**config.mk**
```make
export PLATFORM = sky130hd
export DESIGN_NAME = call_stack_exclusive_time_flat
export DESIGN_NICKNAME = d
export VERILOG_FILES = /design/src/design/csx_pkg.sv /design/src/design/csx_req_if.sv /design/src/design/csx_rsp_if.sv /design/src/design/call_stack_exclusive_time.sv /design/src/flat_wrapper.sv
export VERILOG_INCLUDE_DIRS = /design/src /design/src/design
export SDC_FILE = /design/constraint.sdc
export NUM_CORES = 1
export LEC_CHECK = 0
export BUFFER_PORTS_ARGS = -buffer_cell sky130_fd_sc_hd__buf_4
export CAP_MARGIN = 20
export CORE_UTILIZATION = 55
export CTS_BUF_LIST = sky130_fd_sc_hd__clkbuf_2 sky130_fd_sc_hd__clkbuf_4 sky130_fd_sc_hd__clkbuf_8
export CTS_CLUSTER_DIAMETER = 40
export DETAILED_ROUTE_END_ITERATION = 8
export GPL_TIMING_DRIVEN = 1
export HOLD_SLACK_MARGIN = 0.03
export PLACE_DENSITY = 0.74
export SLEW_MARGIN = 10
export SYNTH_ARGS = -nofsm -noshare
export SYNTH_HDL_FRONTEND = slang
export SYNTH_SLANG_ARGS = --single-unit
```
**constraint.sdc**
```tcl
create_clock -name clock -period 5.75 [get_ports clock]
set_clock_uncertainty 0.2 [all_clocks]
set_input_delay 0.2875 -clock clock [delete_from_list [all_inputs] [get_ports clock]]
set_output_delay 0.2875 -clock clock [all_outputs]
set_load 0.01 [all_outputs]
```
**src/design/assert_macros.svh**
```systemverilog
// ----------------------------------------------------------------------------
// assert_macros.svh
// concurrent assertion helpers, compiled out for synthesis
// ----------------------------------------------------------------------------
`ifndef ASSERT_MACROS_SVH
`define ASSERT_MACROS_SVH

`ifndef SYNTHESIS

// clocked check, disabled while reset is high
`define ASSERT_PROP(lbl, clk, rst, prop, msg) \
   lbl: assert property (@(posedge clk) disable iff (rst) prop) else $error(msg);

// clocked check that also holds during reset
`define ASSERT_PROP_NR(lbl, clk, prop, msg) \
   lbl: assert property (@(posedge clk) prop) else $error(msg);

`else

`define ASSERT_PROP(lbl, clk, rst, prop, msg)
`define ASSERT_PROP_NR(lbl, clk, prop, msg)

`endif

`endif

```
**src/design/csx_pkg.sv**
```systemverilog
// ----------------------------------------------------------------------------
// csx_pkg
// shared widths, codes and types of the call stack exclusive time profiler
// ----------------------------------------------------------------------------
package csx_pkg;

   localparam int CMD_W    = 2;
   localparam int ID_W     = 4;
   localparam int TS_W     = 32;
   localparam int TOT_W    = 32;
   localparam int STAT_W   = 2;

   typedef enum logic [CMD_W-1:0] {
      CMD_START = 2'd0,
      CMD_END   = 2'd1,
      CMD_READ  = 2'd2
   } cmd_type;

   typedef enum logic [STAT_W-1:0] {
      STAT_OK    = 2'd0,
      STAT_EMPTY = 2'd1,
      STAT_FULL  = 2'd2,
      STAT_BACK  = 2'd3
   } status_type;

   typedef enum logic [1:0] {
      S_IDLE,
      S_LOOKUP,
      S_UPDATE
   } state_type;

endpackage

```
**src/design/csx_req_if.sv**
```systemverilog
// ----------------------------------------------------------------------------
// csx_req_if
// trace event channel: command, function id and timestamp
// ----------------------------------------------------------------------------
interface csx_req_if import csx_pkg::*; ();

   logic              valid;
   logic              ready;
   logic [CMD_W-1:0]  cmd;
   logic [ID_W-1:0]   func_id;
   logic [TS_W-1:0]   timestamp;

   modport source (output valid, output cmd, output func_id, output timestamp,
                   input ready);
   modport sink   (input valid, input cmd, input func_id, input timestamp,
                   output ready);

endinterface

```
**src/design/csx_rsp_if.sv**
```systemverilog
// ----------------------------------------------------------------------------
// csx_rsp_if
// result channel: function id, exclusive total and status
// ----------------------------------------------------------------------------
interface csx_rsp_if import csx_pkg::*; ();

   logic              valid;
   logic              ready;
   logic [ID_W-1:0]   func_id_out;
   logic [TOT_W-1:0]  total_time;
   logic [STAT_W-1:0] status;

   modport source (output valid, output func_id_out, output total_time,
                   output status, input ready);
   modport sink   (input valid, input func_id_out, input total_time,
                   input status, output ready);

endinterface

```
**src/design/call_stack_exclusive_time.sv**
```systemverilog
// ----------------------------------------------------------------------------
// call_stack_exclusive_time
// exclusive-time profiler for nested function calls over a parsed event trace
// ----------------------------------------------------------------------------
// usage
//   req_chan carries one trace item per transfer: cmd start, end or read, the
//   function id and the event timestamp. every item gives exactly one transfer
//   on rsp_chan with the id, that function's exclusive total after the item
//   and a status (ok, end on empty stack, start on full stack, time backwards).
// sequence
//   an item passes accept (stack top and total of the id are read), lookup
//   (total of the charged function is read, slice math) and update (write
//   back, result loaded). the next item is taken only once the last has left
//   update. the order is set by the two dependent reads on the single read
//   port of the totals memory: the charged id is only known once the stack
//   memory has returned its top entry.
// reset
//   synchronous, active high. stack count and slice start go to zero, the
//   totals read as zero through one valid bit per entry, so there is no
//   clearing pass and the block takes items as soon as reset is released.
//   the stack memory needs no reset: only pushed entries are ever used.
// stalls
//   the result sits in an output register; the next item is accepted while
//   it waits. the update step holds until that register is free.
// ----------------------------------------------------------------------------
`include "assert_macros.svh"

module call_stack_exclusive_time import csx_pkg::*; #(
   parameter int NUM_FUNCS   = 16,
   parameter int STACK_DEPTH = 64
) (
   input  logic        clock,
   input  logic        reset,
   csx_req_if.sink     req_chan,
   csx_rsp_if.source   rsp_chan
);

   // index widths
   localparam int SW = (STACK_DEPTH > 1) ? $clog2(STACK_DEPTH) : 1;
   localparam int CW = $clog2(STACK_DEPTH + 1);
   localparam int FW = (NUM_FUNCS > 1) ? $clog2(NUM_FUNCS) : 1;
   localparam int IW = (FW > ID_W) ? FW : ID_W;
   localparam logic [IW:0]   NF_LIM    = (IW+1)'(NUM_FUNCS);
   localparam logic [CW-1:0] DEPTH_LIM = CW'(STACK_DEPTH);

   // id is a function that has a totals entry
   function automatic logic id_ok(input logic [ID_W-1:0] id);
      logic [IW:0] ext;
      ext = (IW+1)'(id);
      return ext < NF_LIM;
   endfunction

   // totals memory index of an id
   function automatic logic [FW-1:0] id_idx(input logic [ID_W-1:0] id);
      logic [IW-1:0] ext;
      ext = IW'(id);
      return ext[FW-1:0];
   endfunction

   // sequencer
   state_type state_ff, state_in;
   logic      req_ready;
   logic      accept;
   logic      fire;

   // captured item
   logic [CMD_W-1:0]  cmd_ff;
   logic [ID_W-1:0]   id_ff;
   logic [TS_W-1:0]   ts_ff;

   // architectural state
   logic [CW-1:0]     count_ff, count_in;
   logic [TS_W-1:0]   slice_ff, slice_in;

   // call stack memory
   logic [ID_W-1:0]   stack_mem [STACK_DEPTH];
   logic [ID_W-1:0]   top_ff;
   logic [CW-1:0]     top_ptr;

   // totals memory with per-entry valid bits
   logic [TOT_W-1:0]     tot_mem [NUM_FUNCS];
   logic [NUM_FUNCS-1:0] tot_vld_ff;
   logic [TOT_W-1:0]     tot_rd_ff;
   logic                 tot_rd_vld_ff;
   logic [TOT_W-1:0]     tot_rd;
   logic [FW-1:0]        tot_rd_addr;

   // lookup results
   logic                 is_start, is_end, full, empty;
   logic [TS_W:0]        end_next, mark, slice_ext;
   logic                 back;
   logic [ID_W-1:0]      chg_id;
   status_type           lk_status;
   logic                 lk_charge, lk_push, lk_pop;
   logic [TS_W-1:0]      lk_slice;

   logic [TOT_W-1:0]     tot_id_ff;
   logic [TS_W:0]        amount_ff;
   logic [FW-1:0]        chg_idx_ff;
   logic                 charge_ff, push_ff, pop_ff, match_ff, id_ok_ff;
   logic [STAT_W-1:0]    status_ff;
   logic [TS_W-1:0]      new_slice_ff;

   // update math
   logic [TOT_W+1:0]     sum;
   logic [TOT_W-1:0]     sat_total;
   logic [TOT_W-1:0]     out_total;

   // output register
   logic                 rsp_valid_ff;
   logic [ID_W-1:0]      rsp_id_ff;
   logic [TOT_W-1:0]     rsp_total_ff;
   logic [STAT_W-1:0]    rsp_status_ff;

   // ------------------------------------------------------------------------
   // state machine
   // ------------------------------------------------------------------------
   always_comb begin
      state_in = state_ff;
      unique case (state_ff)
         S_IDLE: begin
            if (accept) state_in = S_LOOKUP;
         end
         S_LOOKUP: begin
            state_in = S_UPDATE;
         end
         S_UPDATE: begin
            if (fire) state_in = S_IDLE;
         end
         default: begin
            state_in = S_IDLE;
         end
      endcase
   end

   always_comb begin
      req_ready = 1'b0;
      fire      = 1'b0;
      unique case (state_ff)
         S_IDLE: begin
            req_ready = 1'b1;
         end
         S_LOOKUP: begin
         end
         S_UPDATE: begin
            // result register free or being emptied this cycle
            fire = !rsp_valid_ff || rsp_chan.ready;
         end
         default: begin
         end
      endcase
   end

   assign accept         = req_chan.valid && req_ready;
   assign req_chan.ready = req_ready;

   always_ff @(posedge clock) begin
      if (reset) begin
         state_ff <= S_IDLE;
      end else begin
         state_ff <= state_in;
      end
   end

   // capture the item on its transfer
   always_ff @(posedge clock) begin
      if (accept) begin
         cmd_ff <= req_chan.cmd;
         id_ff  <= req_chan.func_id;
         ts_ff  <= req_chan.timestamp;
      end
   end

   // ------------------------------------------------------------------------
   // call stack: top read at accept, push write at update
   // ------------------------------------------------------------------------
   assign top_ptr = count_ff - CW'(1);

   always_ff @(posedge clock) begin
      if (accept) begin
         // wraps when empty; the value is then never used
         top_ff <= stack_mem[top_ptr[SW-1:0]];
      end
      if (fire && push_ff) begin
         stack_mem[count_ff[SW-1:0]] <= id_ff;
      end
   end

   // ------------------------------------------------------------------------
   // totals memory: one read port (id at accept, charged id at lookup),
   // one write port at update
   assign tot_rd_addr = (state_ff == S_IDLE) ? id_idx(req_chan.func_id) : id_idx(chg_id);
   assign tot_rd      = tot_rd_vld_ff ? tot_rd_ff : '0;

   always_ff @(posedge clock) begin
      tot_rd_ff <= tot_mem[tot_rd_addr];
      if (fire && charge_ff) begin
         tot_mem[chg_idx_ff] <= sat_total;
      end
   end

   always_ff @(posedge clock) begin
      if (reset) begin
         tot_rd_vld_ff <= 1'b0;
         tot_vld_ff    <= '0;
      end else begin
         tot_rd_vld_ff <= tot_vld_ff[tot_rd_addr];
         if (fire && charge_ff) begin
            tot_vld_ff[chg_idx_ff] <= 1'b1;
         end
      end
   end

   // ------------------------------------------------------------------------
   // lookup: stack checks, slice length and charge decision
   // ------------------------------------------------------------------------
   always_comb begin
      is_start  = (cmd_ff == CMD_START);
      is_end    = (cmd_ff == CMD_END);
      full      = (count_ff >= DEPTH_LIM);
      empty     = (count_ff == '0);
      slice_ext = {1'b0, slice_ff};
      end_next  = {1'b0, ts_ff} + (TS_W+1)'(1);
      // an end charges through its own tick inclusive
      mark      = is_end ? end_next : {1'b0, ts_ff};
      back      = (mark < slice_ext);
      // a start charges the caller on top of the stack, an end the named id
      chg_id    = is_start ? top_ff : id_ff;

      lk_status = STAT_OK;
      lk_charge = 1'b0;
      lk_push   = 1'b0;
      lk_pop    = 1'b0;
      lk_slice  = ts_ff;
      case (cmd_ff)
         CMD_START: begin
            if (full) begin
               lk_status = STAT_FULL;
            end else begin
               lk_push = 1'b1;
               if (back) lk_status = STAT_BACK;
               lk_charge = !back && !empty && id_ok(top_ff);
            end
         end
         CMD_END: begin
            if (empty) begin
               lk_status = STAT_EMPTY;
            end else begin
               lk_pop = 1'b1;
               if (back) lk_status = STAT_BACK;
               lk_charge = !back && id_ok(id_ff);
               // next slice opens one tick later, held at the top of range
               lk_slice  = end_next[TS_W] ? '1 : end_next[TS_W-1:0];
            end
         end
         default: begin
            // read, and the unused code acting as read
         end
      endcase
   end

   always_ff @(posedge clock) begin
      if (state_ff == S_LOOKUP) begin
         tot_id_ff    <= tot_rd;
         amount_ff    <= mark - slice_ext;
         chg_idx_ff   <= id_idx(chg_id);
         charge_ff    <= lk_charge;
         push_ff      <= lk_push;
         pop_ff       <= lk_pop;
         match_ff     <= (chg_id == id_ff);
         id_ok_ff     <= id_ok(id_ff);
         status_ff    <= lk_status;
         new_slice_ff <= lk_slice;
      end
   end

   // ------------------------------------------------------------------------
   // update: saturating add, state write back, result load
   // ------------------------------------------------------------------------
   always_comb begin
      sum       = {2'b00, tot_rd} + {1'b0, amount_ff};
      sat_total = (|sum[TOT_W+1:TOT_W]) ? '1 : sum[TOT_W-1:0];
      if (!id_ok_ff) begin
         out_total = '0;
      end else if (charge_ff && match_ff) begin
         out_total = sat_total;
      end else begin
         out_total = tot_id_ff;
      end
   end

   always_comb begin
      count_in = count_ff;
      slice_in = slice_ff;
      if (fire) begin
         if (push_ff) count_in = count_ff + CW'(1);
         if (pop_ff)  count_in = count_ff - CW'(1);
         if (push_ff || pop_ff) slice_in = new_slice_ff;
      end
   end

   always_ff @(posedge clock) begin
      if (reset) begin
         count_ff <= '0;
         slice_ff <= '0;
      end else begin
         count_ff <= count_in;
         slice_ff <= slice_in;
      end
   end

   // result register
   always_ff @(posedge clock) begin
      if (reset) begin
         rsp_valid_ff <= 1'b0;
      end else if (fire) begin
         rsp_valid_ff <= 1'b1;
      end else if (rsp_chan.ready) begin
         rsp_valid_ff <= 1'b0;
      end
   end

   always_ff @(posedge clock) begin
      if (fire) begin
         rsp_id_ff     <= id_ff;
         rsp_total_ff  <= out_total;
         rsp_status_ff <= status_ff;
      end
   end

   assign rsp_chan.valid       = rsp_valid_ff;
   assign rsp_chan.func_id_out = rsp_id_ff;
   assign rsp_chan.total_time  = rsp_total_ff;
   assign rsp_chan.status      = rsp_status_ff;

   // ------------------------------------------------------------------------
   // assertions
   // ------------------------------------------------------------------------
   `ASSERT_PROP(a_accept_lookup, clock, reset, accept |=> (state_ff == S_LOOKUP), "accepted item did not enter lookup")
   `ASSERT_PROP(a_push_count, clock, reset, (fire && push_ff) |=> (count_ff == $past(count_ff) + CW'(1)), "push did not grow the stack")
   `ASSERT_PROP(a_stack_err_hold, clock, reset, (fire && (status_ff == STAT_EMPTY || status_ff == STAT_FULL)) |=> $stable(count_ff) && $stable(slice_ff), "stack error changed state")
   `ASSERT_PROP(a_total_grows, clock, reset, (fire && charge_ff) |-> (sat_total >= tot_rd), "charged total went down")
   `ASSERT_PROP_NR(a_count_bound, clock, reset || (count_ff <= DEPTH_LIM), "stack count beyond depth")

endmodule
```
**src/flat_wrapper.sv**
```systemverilog
// flat-port wrapper written by rule: the top's interface ports become plain ports
module call_stack_exclusive_time_flat import csx_pkg::*;
#(
   parameter int NUM_FUNCS   = 16,
   parameter int STACK_DEPTH = 64
)
  (clock, reset, req_chan_valid, req_chan_cmd, req_chan_func_id, req_chan_timestamp, req_chan_ready, rsp_chan_valid, rsp_chan_func_id_out, rsp_chan_total_time, rsp_chan_status, rsp_chan_ready);
  csx_req_if req_chan_i ();
  csx_rsp_if rsp_chan_i ();
  input  logic clock;
  input  logic reset;
  input wire logic [$bits(req_chan_i.valid)-1:0] req_chan_valid;
  input wire logic [$bits(req_chan_i.cmd)-1:0] req_chan_cmd;
  input wire logic [$bits(req_chan_i.func_id)-1:0] req_chan_func_id;
  input wire logic [$bits(req_chan_i.timestamp)-1:0] req_chan_timestamp;
  output wire logic [$bits(req_chan_i.ready)-1:0] req_chan_ready;
  output wire logic [$bits(rsp_chan_i.valid)-1:0] rsp_chan_valid;
  output wire logic [$bits(rsp_chan_i.func_id_out)-1:0] rsp_chan_func_id_out;
  output wire logic [$bits(rsp_chan_i.total_time)-1:0] rsp_chan_total_time;
  output wire logic [$bits(rsp_chan_i.status)-1:0] rsp_chan_status;
  input wire logic [$bits(rsp_chan_i.ready)-1:0] rsp_chan_ready;
  assign req_chan_i.valid = req_chan_valid;
  assign req_chan_i.cmd = req_chan_cmd;
  assign req_chan_i.func_id = req_chan_func_id;
  assign req_chan_i.timestamp = req_chan_timestamp;
  assign req_chan_ready = req_chan_i.ready;
  assign rsp_chan_valid = rsp_chan_i.valid;
  assign rsp_chan_func_id_out = rsp_chan_i.func_id_out;
  assign rsp_chan_total_time = rsp_chan_i.total_time;
  assign rsp_chan_status = rsp_chan_i.status;
  assign rsp_chan_i.ready = rsp_chan_ready;
  call_stack_exclusive_time #(.NUM_FUNCS(NUM_FUNCS), .STACK_DEPTH(STACK_DEPTH)) u_core (.clock(clock), .reset(reset), .req_chan(req_chan_i), .rsp_chan(rsp_chan_i));
endmodule
```
==> results of run 1 <==
[repair_timing]
action	4_1_cts	5_1_grt
resized for setup	0	0
endpoints found under the hold margin	96	0
hold buffers	75	0
[sequential cells by signal, summed over array words and instances, names as in the netlist, 16 cells and up]
register / count
u_core.tot_mem: 512
u_core.stack_mem: 256
u_core.amount_ff: 33
u_core.new_slice_ff: 32
u_core.rsp_chan.total_time: 32
u_core.slice_ff: 32
u_core.tot_id_ff: 32
u_core.tot_rd_ff: 32
u_core.ts_ff: 32
u_core.tot_vld_ff: 16
[cell type report]
type                       instances  area (um2)  share of cell area
sequential                      1046       30500              0.6112
multi-input combinational       1475       12660              0.2536
clock buffer                     230        2859             0.05728
timing repair buffer             204        1797             0.03600
tap                             1050        1314             0.02632
clock inverter                    66       544.3             0.01090
inverter                          61       229.0            0.004588
antenna                            3       7.507           0.0001504
[path summary, 6_finish.rpt]
path	start	endpoint	slack [ns]	cells past startpoint
worst min-delay path	req_chan_func_id[3]	u_core.id_ff[3]	0.08	2
worst max register to register	u_core.tot_rd_vld_ff	u_core.tot_mem[8][24]	0.86	13
worst min register to register	u_core.slice_ff[1]	u_core.slice_ff[1]	0.26	2
worst max-delay path	u_core.tot_rd_vld_ff	u_core.tot_mem[8][24]	0.86	13
[power by group through the flow]
stage / combinational, mW / sequential, mW / clock (mW)
2_1_floorplan: 1.08 / 8.80 / 0
3_3_place_gp: 1.48 / 8.84 / 0
3_5_place_dp: 1.53 / 8.84 / 0
4_1_cts: 1.57 / 8.68 / 6.47
5_1_grt: 1.70 / 8.69 / 6.82
6_report: 1.58 / 8.69 / 6.39
[cell usage in the layout (no fill, tap or decap), types with 5 or more instances in the layout]
master	count
mux4_2	216
mux2i_1	36
a21oi_1	152
nand2b_1	14
nand4_1	26
clkinv_2	25
a21o_1	30
inv_1	61
nand3_1	38
nor2_4	12
inv_6	6
o21ai_0	55
a31oi_1	48
o21a_1	9
dlygate4sd3_1	75
clkbuf_4	49
ha_1	67
or2_2	6
nand2_1	195
o211ai_1	6
a2111oi_0	5
nor3_1	20
and3_1	13
a211oi_1	45
o21bai_1	12
edfxtp_1	955
clkbuf_8	181
nor2_1	209
or3_1	9
bufinv_16	6
nor2b_1	42
nor4_1	8
xor2_1	43
xnor2_1	52
clkinv_1	20
o31ai_1	8
dfxtp_1	90
and2_1	37
buf_4	124
[logic make-up (layout without fill, tap and decap cells)]
| kind of cell | after synthesis | after routing | synth area share |
|---|---|---|---|
| multiplexers | 259 | 259 | 0.1215 |
| adder cells (fa/ha/maj) | 70 | 70 | 0.02034 |
| AO/OA/AOI/OAI | 399 | 399 | 0.05572 |
| AND/OR/NAND/NOR | 651 | 651 | 0.06800 |
| flip-flops | 1046 | 1046 | 0.6962 |
| buffers and inverters | 198 | 561 | 0.01905 |
| other | 0 | 3 | 0 |
| XOR/XNOR | 96 | 96 | 0.01919 |
[layer usage]
layer | vias to the layer above | GRT usage
met3 | 205 | 0.04270
met5 | - | 0
li1 | 11070 | -
met4 | 2 | 0.1020
met1 | 12720 | 0.3346
met2 | 1235 | 0.4276
[through the flow]
step,setup slack (ns),power (mW),cell area [um2],std cells
6_report,0.8615,16.66,49910,4135
5_1_grt,0.6090,17.21,49910,4135
4_1_cts,0.9981,16.73,49870,4130
3_5_place_dp,1.038,10.37,45710,3759
3_3_place_gp,1.269,10.32,45670,3757
2_1_floorplan,0.4766,9.884,43810,2719
==> results.md, run 1 <==
- Max-cap violations: 0
- Met2 wire len: 51840 um
- Layout cells sized above 1: 0.2151
- FF+latch count, synth: 1046
- Setup TNS: 0 ns
- Cell variety after synth: 62
- Sink Count: 1046
- Count leader, synth: edfxtp_1
- Critical path required time: 5.95 ns
- RSZ-0062 raised after global routing: no
- Final hold viol count: 0
- Top delay family on crit path: compound AO/OA/AOI/OAI gates
- CTS tree: built
- Max Clock Freq: 204.6 MHz
- Die width: 284.2 um
- Slew @ Worst Pin: 1.106 ns
- Buf+Inv Stages, Crit Path: 2
- CTS buffer count: 161
- YS warnings: 0
- Part of the power in the clock network: 0.384
- Worst-path clk slew: 0.06 ns
- Routed length per instance: 24.79 um
- Detailed-route DRC error count: 0
- Root buf cell: clkbuf_8
- Met1 wire length: 39710 um
- Crit-path cells: and2_1 > ha_1 > inv_1 > fa_1 > nor2b_1 > o31a_1 > o211ai_1 > a21o_1 > o21bai_1 > a211o_1 > mux2i_4 > buf_12 > nand2_1
- Cells taking the most area after synthesis: edfxtp_1 65%, mux4_2 11%, dfxtp_1 4.2%
- DP Wirelength: 62520 um
- DIE HEIGHT: 284.2 um
- Clock buffer depth: 3
- Syn_area_per_cell: 16.11 um2
- Min Hold Slack: 0.08477 ns
- Min Tclk post-route: 4.888 ns
- Full die area: 80780 um2
- Synth async-reset ratio: 0
- Mapped Cells: 2719
- Port Buffers: 81
- GRT Total Usage: 0.2554
- Core Box Area: 78870 um2
- Syn_nets: 2831
- DRT antenna net count: 0
- Largest net degree at the start of global routing: 110
- Met3 Routed Length: 7438 um
- Postcts setup bufs: 0
- Crit Path Max Fanout: 52
- First-pass GRT wire length: 153800 um
- Worst-skew pair later-pin latency: 0.83 ns
- Pwr/cell area: 333.7 nW/um2
- Worst setup SP type: flop
- Hold WC Path Type: input port to flop
- Final cycle utilization of the critical path: 0.8502
- Post-synth EDFFs: 955
- Highest routed metal layer: met5
- WL final: 102500 um
- P_sw: 3.935 mW
- Synthesized cell area: 43810 um2
- Crit path DAT: 5.09 ns
- Top post-synthesis cells by count: 955 x edfxtp_1, 221 x nor2_1, 216 x mux4_2
- Final cell utilization of the core: 0.6328
- VDD IR max: 0.0002561 V
- Seq pwr share: 0.522
- Final #Nets: 3061
- Slew headroom: 0.2625
- Switching part of the total: 0.2362
- Slowest-stage cell, CP: dfxtp_1
- Sequential fraction of the synthesis area: 0.6962
- Row cnt: 103
- Grt total ovfl: 0
- Total number of vias: 25230
- Outcome: finished, final reports clean
- Initial drt markers: 2609
- Biggest area consumer among synthesized cells: edfxtp_1
- Max Slew Vio Count: 0
- Final setup violation count: 0
- Crit Path Class: flop to flop
- Top cell type's share of synthesized area: 0.6546
- Area grow syn2layout: 13.93%
- Synth Flop Type: edfxtp_1
- CP peak stage delay: 0.60 ns
- Number of global-route vias before repair: 25310
- CP endpoint kind: flop
- Placer Congestion: 0.9262
- Detailed Routing Iterations Pass 1: 6
- Initial antenna violation count: 5
- Combinational share of power: 0.095
- Internal Power: 12.72 mW
- Io pins: 82
- DR vias/cell: 6.101
- Initial core utilization: 0.5554
- CTS H-tree depth: 4
- Leak: 16.44 nW
- FILL cells: 5361
Power figures use the tool's default switching activity.
==> run 2: changes to the inputs <==
--- a/config.mk
+++ b/config.mk
@@ -8,6 +8,7 @@
 export LEC_CHECK = 0
 export BUFFER_PORTS_ARGS = -buffer_cell sky130_fd_sc_hd__buf_4
 export CAP_MARGIN = 20
+export CORE_ASPECT_RATIO = 2
 export CORE_UTILIZATION = 55
 export CTS_BUF_LIST = sky130_fd_sc_hd__clkbuf_2 sky130_fd_sc_hd__clkbuf_4 sky130_fd_sc_hd__clkbuf_8
 export CTS_CLUSTER_DIAMETER = 40
==> results.md, run 2 (synthesis results as in run 1) <==
- Cell total after placement: 3742 (-0.45%)
- Critical path startpoint: u_core.tot_rd_vld_ff
- DR vias/cell: 6.155 (+0.89%)
- Final hold viol count: 0 (unchanged)
- Worst hold start: req_chan_func_id[3]
- GRT Total Usage: 0.2626 (+0.007217)
- Largest net degree at the start of global routing: 107 (-2.7%)
- Final WS setup: 0.8471 ns (-0.01449 ns)
- Pwr/cell area: 329.2 nW/um2 (-1.3%)
- Detailed-route DRC error count: 0 (unchanged)
- Worst-path clk slew: 0.07 ns (about the same)
- CTS tree: built
- Met1 Resource Use GR: 0.2968 (-0.03785)
- Hold WC Path Type: input port to flop
- Outcome: finished, final reports clean
- Grt peak-use layer: met2
- WL final: 104300 um (+1.8%)
- RSZ-0062 raised after global routing: no
- Layout cells sized above 1: 0.2052 (-0.009916)
- Area grow syn2layout: 12.95%
- Leak: 16.21 nW (-1.4%)
- Crit path DAT: 5.08 ns (about the same)
- Final #Nets: 3034 (-0.88%)
- Slew headroom: 0.2813 (+0.01879)
- Commonest non-fill, non-tap cell in the layout: edfxtp_1
- Post-CTS Hold Buffers: 75 (unchanged)
- CP endpoint kind: flop
- Critical path required time: 5.93 ns (-0.02 ns)
- Detailed Routing Iterations Pass 1: 8 (+2)
- Final setup violation count: 0 (unchanged)
- Final cycle utilization of the critical path: 0.8527 (+0.002520)
- DIE HEIGHT: 401.1 um (+41%)
- Slew @ Worst Pin: 1.078 ns (-0.02819 ns)
- DP Wirelength: 66130 um (+5.8%)
- Max-cap violations: 0 (unchanged)
- Place WS: 1.020 ns (-0.01874 ns)
- FILL cells: 5489 (+2.4%)
- Sink Count: 1046 (unchanged)
- Largest Register: u_core.tot_mem
- Initial antenna violation count: 2 (-3)
- Initial core utilization: 0.5538 (-0.001599)
- PostCTS Resize Cnt: 0 (unchanged)
- Clock buffer depth: 3 (unchanged)
- First-pass GRT wire length: 156100 um (+1.5%)
- Crit Path Class: flop to flop
- Worst setup SP type: flop
- Port Buffers: 81 (unchanged)
- Number of global-route vias before repair: 26130 (+3.2%)
- Placer Congestion: 0.9445 (+2.0%)
- Setup TNS: 0 ns (unchanged)
- Global routing usage on met2: 0.4720 (+0.04437)
- CTS H-tree depth: 4 (unchanged)
- Min Tclk post-route: 4.903 ns (+0.01449 ns)
- Worst r2r src: u_core.tot_rd_vld_ff
- Core Box Area: 79100 um2 (+0.29%)
- Crit Path Max Fanout: 47 (-9.6%)
- Worst-skew pair later-pin latency: 0.80 ns (-0.03 ns)
- Routed length per instance: 25.62 um (+3.3%)
- Met3 Usage GRT: 0.04448 (+0.001784)
- Total number of vias: 25070 (-0.63%)
- Postcts setup bufs: 0 (unchanged)
- Max Clock Freq: 204.0 MHz (-0.30%)
- Grt total ovfl: 0 (unchanged)
- Row cnt: 146 (+42%)
- Root buf cell: clkbuf_8
- Finished Layout Cells: 4073 (-1.5%)
- CTS buffer count: 138 (-14%)
- Number of flip-flops in the largest register: 512 (unchanged)
- Io pins: 82 (unchanged)
- DRT antenna net count: 0 (unchanged)
- Full die area: 80850 um2 (about the same)
- Die width: 201.6 um (-29%)
- Initial drt markers: 2305 (-12%)
- Max Slew Vio Count: 0 (unchanged)
- Commonest cells after routing, fill and taps aside: 955 x edfxtp_1, 216 x mux4_2, 209 x nor2_1, 195 x nand2_1, 154 x clkbuf_8
- VDD IR max: 0.0002579 V (+0.70%)
run 2: changes by cell type in the layout (fill, tap and decap cells not counted), sizes merged:
cell / delta
clkbuf: -35
clkinvlp: +1
diode: -2
inv: -1
bufinv: +6
clkinv: -13
buf: -4
run 2: through the flow:
step | cell area, um2 | utilization | power (mW) | hold slack, ns
after floorplan | 43810 | - | 9.884 | 0.1864
after detailed placement | 45660 | 0.5772 | 10.37 | 0.2468
final | 49480 | 0.6256 | 16.29 | 0.1157
after CTS | 49470 | 0.6254 | 16.39 | 0.05515
after global routing | 49480 | 0.6256 | 16.78 | 0.08236
after global placement | 45660 | 0.5772 | 10.32 | 0.2413
run 2: report_power, final:
part	switching, mW	total, mW	internal, mW
combinational	0.960	1.58	0.619
sequential	0.0993	8.68	8.58
clock	2.73	6.03	3.30
total	3.79	16.3	12.5
run 2: critical path, cell delays in order, from the launching register on:
cell and delay [ns]:
dfxtp_1 0.35, buf_4 0.34, nand2_1 0.18, inv_1 0.14
ha_1 0.25, a211oi_1 0.31, o21ai_0 0.27, a22oi_1 0.46
a2111oi_0 0.24, nor2_1 0.28, o221ai_1 0.20, mux2i_4 0.18
buf_4 0.52, nand2_1 0.48
run 2: per-layer routing:
metal	vias up	share of wire	wire length (um)
met4	2	0.049	5151
met5	-	0.00013	14
met1	12680	0.35	36720
li1	10990	-	-
met3	310	0.059	6182
met2	1092	0.54	56270
run 2: worst paths after layout:
check        cells past startpoint  slack (ns)              endpoint
min reg2reg                      2        0.25   u_core.slice_ff[31]
max reg2reg                     13        0.85  u_core.tot_mem[0][0]
min                              2        0.12       u_core.id_ff[3]
max                             13        0.85  u_core.tot_mem[0][0]
run 2: area by class of cell:
cell class | count | area [um2] | share of cell area
Clock buffer | 195 | 2427 | 0.04906
Multi-Input combinational cell | 1475 | 12670 | 0.2561
Sequential cell | 1046 | 30500 | 0.6165
Tap cell | 1036 | 1296 | 0.02620
Antenna cell | 1 | 2.502 | 0.00005057
Timing Repair Buffer | 200 | 1714 | 0.03464
Clock inverter | 59 | 635.6 | 0.01285
Inverter | 61 | 229.0 | 0.004628
